### src/design/ttad_pkg.sv
// ----------------------------------------------------------------------------
// ttad_pkg
// Shared types, constants and helpers of the two-tap ADPCM block decoder.
// ----------------------------------------------------------------------------
package ttad_pkg;

   // Channel count and field widths
   localparam int CHANNELS   = 8;
   localparam int CHAN_W     = 3;
   localparam int SAMPLE_W   = 16;
   localparam int TAP_W      = 12;
   localparam int NUM_FILT   = 5;
   localparam int TABLE_W    = NUM_FILT * TAP_W;

   // Header low nibble is subtracted from this to get the shift
   localparam logic [3:0] SHIFT_BASE = 4'd12;

   // Input command codes
   typedef enum logic [1:0] {
      FUNC_HEADER  = 2'd0,
      FUNC_DATA    = 2'd1,
      FUNC_SAVE    = 2'd2,
      FUNC_RESTORE = 2'd3
   } ttad_func_type;

   // Configuration register indexes
   typedef enum logic {
      CSR_FIRST_TAP  = 1'b0,
      CSR_SECOND_TAP = 1'b1
   } ttad_csr_type;

   // Update command from the sequencer to the channel state
   typedef struct packed {
      logic                       hdr_wr;
      logic                       smp_wr;
      logic                       save;
      logic                       restore;
      logic [CHAN_W-1:0]          chan;
      logic [3:0]                 shift;
      logic [3:0]                 filt;
      logic signed [SAMPLE_W-1:0] sample;
   } ttad_st_cmd_type;

   // Current state of the selected channel
   typedef struct packed {
      logic signed [SAMPLE_W-1:0] newest;
      logic signed [SAMPLE_W-1:0] older;
      logic [3:0]                 shift;
      logic [3:0]                 filt;
   } ttad_st_view_type;

   // Pick coefficient k out of a packed table
   function automatic logic signed [TAP_W-1:0] tap_coef(input logic [TABLE_W-1:0] tbl,
                                                        input logic [2:0] k);
      logic signed [TAP_W-1:0] c;
      unique case (k)
         3'd0:    c = tbl[0*TAP_W +: TAP_W];
         3'd1:    c = tbl[1*TAP_W +: TAP_W];
         3'd2:    c = tbl[2*TAP_W +: TAP_W];
         3'd3:    c = tbl[3*TAP_W +: TAP_W];
         3'd4:    c = tbl[4*TAP_W +: TAP_W];
         default: c = '0;
      endcase
      return c;
   endfunction

endpackage

### src/design/ttad_predictor.sv
// ----------------------------------------------------------------------------
// ttad_predictor
// One ADPCM sample: scaled nibble plus two-tap prediction, saturated.
// ----------------------------------------------------------------------------
module ttad_predictor
   import ttad_pkg::*;
(
   input  logic [3:0]                 nibble,
   input  logic [3:0]                 shift,
   input  logic [2:0]                 filt,
   input  logic signed [SAMPLE_W-1:0] newest,
   input  logic signed [SAMPLE_W-1:0] older,
   input  logic [TABLE_W-1:0]         first_tap,
   input  logic [TABLE_W-1:0]         second_tap,
   output logic signed [SAMPLE_W-1:0] sample
);

   logic signed [TAP_W-1:0]    c0;
   logic signed [TAP_W-1:0]    c1;
   logic signed [SAMPLE_W-1:0] nib_ext;
   logic signed [SAMPLE_W-1:0] scaled;
   logic signed [27:0]         prod0;
   logic signed [27:0]         prod1;
   logic signed [28:0]         psum;
   logic signed [20:0]         pshift;
   logic                       round_up;
   logic signed [20:0]         pred;
   logic signed [21:0]         total;

   assign c0 = tap_coef(first_tap, filt);
   assign c1 = tap_coef(second_tap, filt);

   // Sign-extended nibble times 2^shift; shift is at most 12 so it fits
   assign nib_ext = {{(SAMPLE_W-4){nibble[3]}}, nibble};
   assign scaled  = nib_ext <<< shift;

   // Prediction, divided by 256 with truncation toward zero
   assign prod0    = newest * c0;
   assign prod1    = older * c1;
   assign psum     = 29'(prod0) + 29'(prod1);
   assign pshift   = psum[28:8];
   assign round_up = psum[28] & (|psum[7:0]);
   assign pred     = pshift + $signed({20'd0, round_up});

   // Sum and clamp to int16
   assign total = 22'(scaled) + 22'(pred);

   always_comb begin
      if (total > 22'sd32767) begin
         sample = 16'sh7FFF;
      end else if (total < -22'sd32768) begin
         sample = -16'sh8000;
      end else begin
         sample = total[SAMPLE_W-1:0];
      end
   end

endmodule

### src/design/ttad_chan_state.sv
// ----------------------------------------------------------------------------
// ttad_chan_state
// Per-channel history, shift and filter, with the loop snapshot copy.
// ----------------------------------------------------------------------------
module ttad_chan_state
   import ttad_pkg::*;
(
   input  logic             clock,
   input  logic             reset,
   input  ttad_st_cmd_type  cmd,
   input  logic [CHAN_W-1:0] rd_chan,
   output ttad_st_view_type view
);

   logic signed [SAMPLE_W-1:0] newest_ff [CHANNELS];
   logic signed [SAMPLE_W-1:0] older_ff  [CHANNELS];
   logic signed [SAMPLE_W-1:0] saved_newest_ff [CHANNELS];
   logic signed [SAMPLE_W-1:0] saved_older_ff  [CHANNELS];
   logic [3:0]                 shift_ff  [CHANNELS];
   logic [3:0]                 filt_ff   [CHANNELS];

   // State updates; only one command is active in a cycle
   always_ff @(posedge clock) begin
      if (reset) begin
         for (int i = 0; i < CHANNELS; i++) begin
            newest_ff[i]       <= '0;
            older_ff[i]        <= '0;
            saved_newest_ff[i] <= '0;
            saved_older_ff[i]  <= '0;
            shift_ff[i]        <= '0;
            filt_ff[i]         <= '0;
         end
      end else begin
         if (cmd.hdr_wr) begin
            shift_ff[cmd.chan] <= cmd.shift;
            filt_ff[cmd.chan]  <= cmd.filt;
         end
         if (cmd.smp_wr) begin
            older_ff[cmd.chan]  <= newest_ff[cmd.chan];
            newest_ff[cmd.chan] <= cmd.sample;
         end
         if (cmd.save) begin
            for (int i = 0; i < CHANNELS; i++) begin
               saved_newest_ff[i] <= newest_ff[i];
               saved_older_ff[i]  <= older_ff[i];
            end
         end
         if (cmd.restore) begin
            for (int i = 0; i < CHANNELS; i++) begin
               newest_ff[i] <= saved_newest_ff[i];
               older_ff[i]  <= saved_older_ff[i];
            end
         end
      end
   end

   // Selected channel view
   assign view.newest = newest_ff[rd_chan];
   assign view.older  = older_ff[rd_chan];
   assign view.shift  = shift_ff[rd_chan];
   assign view.filt   = filt_ff[rd_chan];

endmodule

### src/design/two_tap_adpcm_block_decoder_top.sv
// ----------------------------------------------------------------------------
// two_tap_adpcm_block_decoder_top
// Multi-channel two-tap ADPCM decoder with loop snapshot support.
// ----------------------------------------------------------------------------
// Usage:
//   req_* carries commands: header byte, data byte, save or restore snapshot.
//   rsp_* carries decoded 16-bit samples; tlast marks the high-nibble sample.
//   csr_* writes the two packed coefficient tables, which the user must do
//   only while idle (not enforced by the block); csr_* is always ready.
// Sequencing:
//   A command is registered on acceptance. A data byte then stays in the
//   input register until both its samples are made, low nibble first,
//   because the second sample feeds on the first through the channel
//   history; each sample is held in the output register that drives rsp_.
//   Header, save and restore commands and data bytes with a filter of 5 or
//   more produce nothing. The input register takes a new command in the
//   cycle the current one finishes, so commands stream without bubbles.
// Reset:
//   Synchronous reset clears history, shift, filter, snapshot and tables.
// Stall:
//   A stalled rsp_ holds its sample; the sample unit and then req_tready wait.
// ----------------------------------------------------------------------------
module two_tap_adpcm_block_decoder_top
   import ttad_pkg::*;
(
   input  logic                 clock,
   input  logic                 reset,
   // Commands
   input  logic                 req_tvalid,
   output logic                 req_tready,
   input  logic [15:0]          req_tdata,  // func[1:0], chan[4:2], in_byte[12:5], zero
   // Samples
   output logic                 rsp_tvalid,
   input  logic                 rsp_tready,
   output logic [23:0]          rsp_tdata,  // pcm_sample[15:0], sample_chan[18:16], zero
   output logic                 rsp_tlast,  // last_of_byte
   // Configuration
   input  logic                 csr_valid,
   output logic                 csr_ready,
   input  logic                 csr_index,
   input  logic [TABLE_W-1:0]   csr_data
);

   // Input register
   logic                 in_valid_ff, in_valid_in;
   ttad_func_type        in_func_ff;
   logic [CHAN_W-1:0]    in_chan_ff;
   logic [7:0]           in_byte_ff;
   logic                 phase_ff, phase_in;

   // Coefficient tables
   logic [TABLE_W-1:0]   first_tap_ff;
   logic [TABLE_W-1:0]   second_tap_ff;

   // Output register
   logic                 rsp_valid_ff, rsp_valid_in;
   logic signed [SAMPLE_W-1:0] rsp_sample_ff;
   logic [CHAN_W-1:0]    rsp_chan_ff;
   logic                 rsp_last_ff;

   ttad_st_cmd_type      cmd;
   ttad_st_view_type     view;
   logic                 chan_ok;
   logic                 emits;
   logic                 out_free;
   logic                 fire;
   logic                 in_done;
   logic                 req_acc;
   logic [3:0]           nibble;
   logic [3:0]           hdr_lo;
   logic signed [SAMPLE_W-1:0] sample;

   // Configuration writes
   assign csr_ready = 1'b1;

   always_ff @(posedge clock) begin
      if (reset) begin
         first_tap_ff  <= '0;
         second_tap_ff <= '0;
      end else if (csr_valid) begin
         unique case (ttad_csr_type'(csr_index))
            CSR_FIRST_TAP:  first_tap_ff  <= csr_data;
            CSR_SECOND_TAP: second_tap_ff <= csr_data;
            default: ;
         endcase
      end
   end

   // Sequencing of the held command
   assign chan_ok  = 32'(in_chan_ff) < CHANNELS;
   assign emits    = in_valid_ff && (in_func_ff == FUNC_DATA) && chan_ok
                     && (view.filt < 4'(NUM_FILT));
   assign out_free = !rsp_valid_ff || rsp_tready;
   assign fire     = emits && out_free;
   assign in_done  = in_valid_ff && (!emits || (out_free && phase_ff));
   assign req_tready = !in_valid_ff || in_done;
   assign req_acc  = req_tvalid && req_tready;

   assign in_valid_in = req_acc ? 1'b1 : (in_done ? 1'b0 : in_valid_ff);
   assign phase_in    = fire ? ~phase_ff : phase_ff;

   always_ff @(posedge clock) begin
      if (reset) begin
         in_valid_ff <= 1'b0;
         phase_ff    <= 1'b0;
      end else begin
         in_valid_ff <= in_valid_in;
         phase_ff    <= phase_in;
      end
   end

   always_ff @(posedge clock) begin
      if (req_acc) begin
         in_func_ff <= ttad_func_type'(req_tdata[1:0]);
         in_chan_ff <= req_tdata[4:2];
         in_byte_ff <= req_tdata[12:5];
      end
   end

   // Channel state
   assign hdr_lo = in_byte_ff[3:0];

   always_comb begin
      cmd         = '0;
      cmd.chan    = in_chan_ff;
      cmd.hdr_wr  = in_valid_ff && (in_func_ff == FUNC_HEADER) && chan_ok;
      cmd.save    = in_valid_ff && (in_func_ff == FUNC_SAVE);
      cmd.restore = in_valid_ff && (in_func_ff == FUNC_RESTORE);
      cmd.smp_wr  = fire;
      cmd.shift   = (hdr_lo > SHIFT_BASE) ? 4'd0 : (SHIFT_BASE - hdr_lo);
      cmd.filt    = in_byte_ff[7:4];
      cmd.sample  = sample;
   end

   ttad_chan_state u_state (
      .clock   (clock),
      .reset   (reset),
      .cmd     (cmd),
      .rd_chan (in_chan_ff),
      .view    (view)
   );

   // Sample unit, low nibble first
   assign nibble = phase_ff ? in_byte_ff[7:4] : in_byte_ff[3:0];

   ttad_predictor u_pred (
      .nibble     (nibble),
      .shift      (view.shift),
      .filt       (view.filt[2:0]),
      .newest     (view.newest),
      .older      (view.older),
      .first_tap  (first_tap_ff),
      .second_tap (second_tap_ff),
      .sample     (sample)
   );

   // Output register
   assign rsp_valid_in = fire ? 1'b1 : (rsp_tready ? 1'b0 : rsp_valid_ff);

   always_ff @(posedge clock) begin
      if (reset) begin
         rsp_valid_ff <= 1'b0;
      end else begin
         rsp_valid_ff <= rsp_valid_in;
      end
   end

   always_ff @(posedge clock) begin
      if (fire) begin
         rsp_sample_ff <= sample;
         rsp_chan_ff   <= in_chan_ff;
         rsp_last_ff   <= phase_ff;
      end
   end

   assign rsp_tvalid = rsp_valid_ff;
   assign rsp_tdata  = {5'd0, rsp_chan_ff, rsp_sample_ff};
   assign rsp_tlast  = rsp_last_ff;

endmodule

### config.mk
export PLATFORM = sky130hd
export DESIGN_NAME = two_tap_adpcm_block_decoder_top
export DESIGN_NICKNAME = d
export VERILOG_FILES = /design/src/design/ttad_pkg.sv /design/src/design/ttad_predictor.sv /design/src/design/ttad_chan_state.sv /design/src/design/two_tap_adpcm_block_decoder_top.sv
export SDC_FILE = /design/constraint.sdc
export NUM_CORES = 2
export LEC_CHECK = 0
export BUFFER_PORTS_ARGS = -buffer_cell sky130_fd_sc_hd__buf_2
export CORE_ASPECT_RATIO = 0.9
export CORE_MARGIN = 1.5
export CORE_UTILIZATION = 40
export CTS_BUF_LIST = sky130_fd_sc_hd__clkbuf_4 sky130_fd_sc_hd__clkbuf_8 sky130_fd_sc_hd__clkbuf_16
export CTS_CLUSTER_SIZE = 40
export DETAILED_ROUTE_END_ITERATION = 6
export GPL_TIMING_DRIVEN = 0
export PLACE_DENSITY_LB_ADDON = 0.2
export SKIP_CTS_REPAIR_TIMING = 1
export SLEW_MARGIN = 10
export SYNTH_ARGS = -nofsm -noshare
export SYNTH_HDL_FRONTEND = slang
export SYNTH_SLANG_ARGS = --single-unit
### constraint.sdc
create_clock -name clock -period 16.6 [get_ports clock]
set_clock_uncertainty 0.05 [all_clocks]
set_input_delay 0.83 -clock clock [delete_from_list [all_inputs] [get_ports clock]]
set_output_delay 0.83 -clock clock [all_outputs]
set_load 0.05 [all_outputs]
==> summary.txt <==
Global routing
  – Final global-route overflow total: 0
  – Combined global-route utilization of all metal layers: 0.248
  – Wire length of the first global-routing pass: 219000 µm
  – Via count of the first global-routing pass: 32800
  – Initial antenna violation count: 4
  – Largest net degree at the start of global routing: 29

Worst setup path
  – Sort of element at the end of the critical path: flop
  – R2R Setup Slk: 830 ps
  – Critical Path Max Stage Delay: 740 ps
  – Cell occurring most often along the worst timing path: fa_1
  – Endpoint of the lowest-slack register-to-register path: u_state.newest_ff[7][8]
  – Count of cells along the worst register-to-register path: 47
  – Data arrival time of the critical path: 16090 ps
  – Endpoint of the worst setup timing path: u_state.newest_ff[7][8]
  – Slowest stage cell on the critical path: a21o_1
  – Required time of the critical path: 16920 ps
  – Worst Path Class, Setup: flop to flop
  – Highest fanout seen on the critical path: 10
  – Kind of start point of the critical path: flop

Cells and area
  – Synth-to-layout area growth: 13.1%
  – Fillers: 11000
  – Fraction of layout instances using a drive strength above 1: 0.117
  – Number of nets in the finished design: 5052

Synth
  – Average footprint of a synthesized cell: 11.2 µm²
  – Yosys cell types: 84
  – Number of enable-type register cells in the synthesized netlist: 609
  – Dominant synthesized flop cell: edfxtp_1
  – Seq/Total Area, Yosys: 0.441
  – Synth warnings: 0
  – Fraction of registers with async set or reset after synthesis: 0
  – Mapped Cells: 4218
  – Cell type with the largest total area after synthesis: edfxtp_1
  – Cell types occupying the most area after synthesis: edfxtp_1 (39%), fa_1 (17%), dfxtp_1 (5.3%)
  – Synthesized area: 47200 µm²
  – Number of storage elements in the synthesis netlist: 735
  – Fraction of post-synthesis cell area in the top cell type by area: 0.388

Clock network
  – Post-CTS clock slew at the launch and capture registers of the worst setup and hold paths: 60 ps
  – Longest Clk Path Bufs: 3
  – Number of buffers inserted during clock tree synthesis: 84
  – Clock tree sinks: 735
  – H-Tree Depth: 3
  – CTS Root Buffer Type: clkbuf_16
  – TritonCTS clock tree: built
  – Insertion delay to the later sink of the worst-skew pair: 660 ps

STA
  – Number of pins with negative max-slew slack in the final report: 0
  – Hold WS: 315 ps
  – Relative slew margins: 0.0490
  – Time the final worst path needs with I/O delays and setup: 15770 ps
  – Final cycle utilization of the critical path: 0.950
  – Least-Margin Pin Slew: 1430 ps
  – FMAX: 0.0634 GHz
  – Unrepaired setup endpoints after global routing: false
  – Number of endpoints with negative hold slack in the final report: 0
  – Final Setup Violations: 0

Placement
  – Number of buffer cells added on primary ports: 100
  – HPWL Detailed: 112000 µm
  – RD Place Congestion: 0.900

Detailed routing
  – DR vias: 33000
  – DRC viols: 0
  – Antenna Nets Post-Route: 0
  – Number of optimization iterations in the first detailed-route pass: 5
  – Total length of routed wires: 147000 µm
  – Final routed wire length divided by cell count: 24.2 µm
  – Via density: 5.42
  – Iteration-0 DRC count of the detailed router: 3322

Floorplanning
  – Die ar.: 120000 µm²
  – Count of pins on the block boundary: 110
  – Initial standard-cell utilization of the core: 0.403
  – Number of rows in the core area: 119
  – Die boundary height: 329 µm
  – Horizontal die dimension: 365 µm
  – Core box area: 117000 µm²

Outcome
  – Result of the run: finished clean

Job
  – Number of maximum-capacitance violations: 0

Worst hold path
  – Class of the worst hold path: input port to flop
[how the worst min path moves through the flow]
stage,start,to,slack (ps),cells past startpoint
2_1_floorplan,phase_ff,rsp_tlast,360,0
3_3_place_gp,in_chan_ff[2],rsp_chan_ff[2],380,0
3_5_place_dp,in_chan_ff[1],rsp_chan_ff[1],380,0
4_1_cts,req_tdata[8],in_byte_ff[3],280,1
5_1_grt,req_tdata[11],in_byte_ff[6],290,1
6_report,req_tdata[11],in_byte_ff[6],310,1
[Yosys cell counts (22+ instances only)]
library cell	instances
edfxtp_1	609
mux4_2	97
dfxtp_1	126
mux2_2	22
inv_1	472
nand2b_1	44
o21ai_0	158
and2_1	223
o21ai_1	93
fa_1	412
a21oi_1	164
buf_2	22
nor2_1	210
mux2i_1	57
clkbuf_1	201
a21o_1	26
nand3b_1	60
and3_1	28
a22o_1	32
nor2b_1	97
nand2_1	658
ha_1	120
xnor2_1	56
[cell families (layout without fill, tap and decap cells)]
kind of cell | after synthesis | after routing | share of synthesized area
AOI/OAI and AO/OA | 578 | 578 | 0.0734
xor gates and xnor gates | 72 | 72 | 0.0134
adders and majority gates | 532 | 532 | 0.207
buffers and inverters | 722 | 1007 | 0.0586
DFF | 735 | 735 | 0.441
muxes | 177 | 177 | 0.0641
other | 2 | 7 | 0.000159
and+or+nand+nor | 1400 | 1400 | 0.142
[through the flow]
| step | util | std cells | setup TNS [ps] | setup WS (ps) | instance area, µm² |
|---|---|---|---|---|---|
| after CTS | 0.454 | 6075 | -118490 | -1090 | 53100 |
| after global placement | 0.424 | 5895 | -1106990 | -3980 | 49700 |
| after global routing | 0.456 | 6080 | 0 | 20.1 | 53300 |
| final | 0.456 | 6081 | 0 | 828 | 53300 |
| after floorplan | - | 4222 | 0 | 3430 | 47200 |
| after detailed placement | 0.429 | 5920 | -109740 | -1030 | 50200 |
[critical path, delay by kind of cell (launching register included)]
| family | cells | cell delay, ps |
|---|---|---|
| fa+ha+maj | 11 | 4840 |
| compound gates | 12 | 3560 |
| buf+inv | 12 | 3170 |
| simple gates | 8 | 1990 |
| mux | 2 | 1120 |
| xor+xnor | 2 | 360 |
| flops | 1 | 340 |
[per-layer routing]
metal | GRT usage | up-vias | wire, µm
met5 | 0 | - | 0
met4 | 0.0649 | 0 | 3730
met3 | 0.0471 | 168 | 13500
met2 | 0.375 | 1472 | 65500
met1 | 0.367 | 16800 | 64700
li1 | - | 14500 | -
[area by class of cell]
class,instances,area (µm²),area share
antenna,1,2.50,0.0000469
buffer,246,1030,0.0193
clock buffer,108,2360,0.0442
clock inverter,47,529,0.00992
inverter,476,1790,0.0335
multi-input combinational,2765,23800,0.446
sequential,735,20800,0.390
tap,1573,1970,0.0369
timing repair buffer,130,1040,0.0196
[cells in the final DEF, fill, tap and decap left out, types with 14 or more instances in the layout]
cell,count
nor2_1,210
buf_2,119
clkinv_1,15
mux4_2,97
and2_1,223
a21oi_1,163
mux2i_1,39
dfxtp_1,126
clkbuf_1,175
and3_1,28
inv_1,472
edfxtp_1,609
buf_4,14
mux2i_2,15
clkbuf_16,87
nand2b_1,44
o21ai_0,158
nand3b_1,60
o21ai_1,93
a21o_1,26
fa_1,412
mux2_2,22
xnor2_1,55
or2_2,17
ha_1,120
nor2b_1,97
buf_12,15
a22o_1,30
clkbuf_4,20
clkinv_2,14
clkbuf_2,31
nand2_1,650
xor2_1,16
[registers in the layout, summed over array words and instances, names as in the netlist, 16 cells and up, named ones only]
signal / count
first_tap_ff: 60
u_state.saved_newest_ff: 128
u_state.filt_ff: 32
u_state.older_ff: 128
u_state.shift_ff: 32
u_state.saved_older_ff: 128
u_state.newest_ff: 128
rsp_sample_ff: 16
second_tap_ff: 60
Power is not shown: default switching activity piles up to over one toggle a cycle in this logic, so the estimate is an artifact.
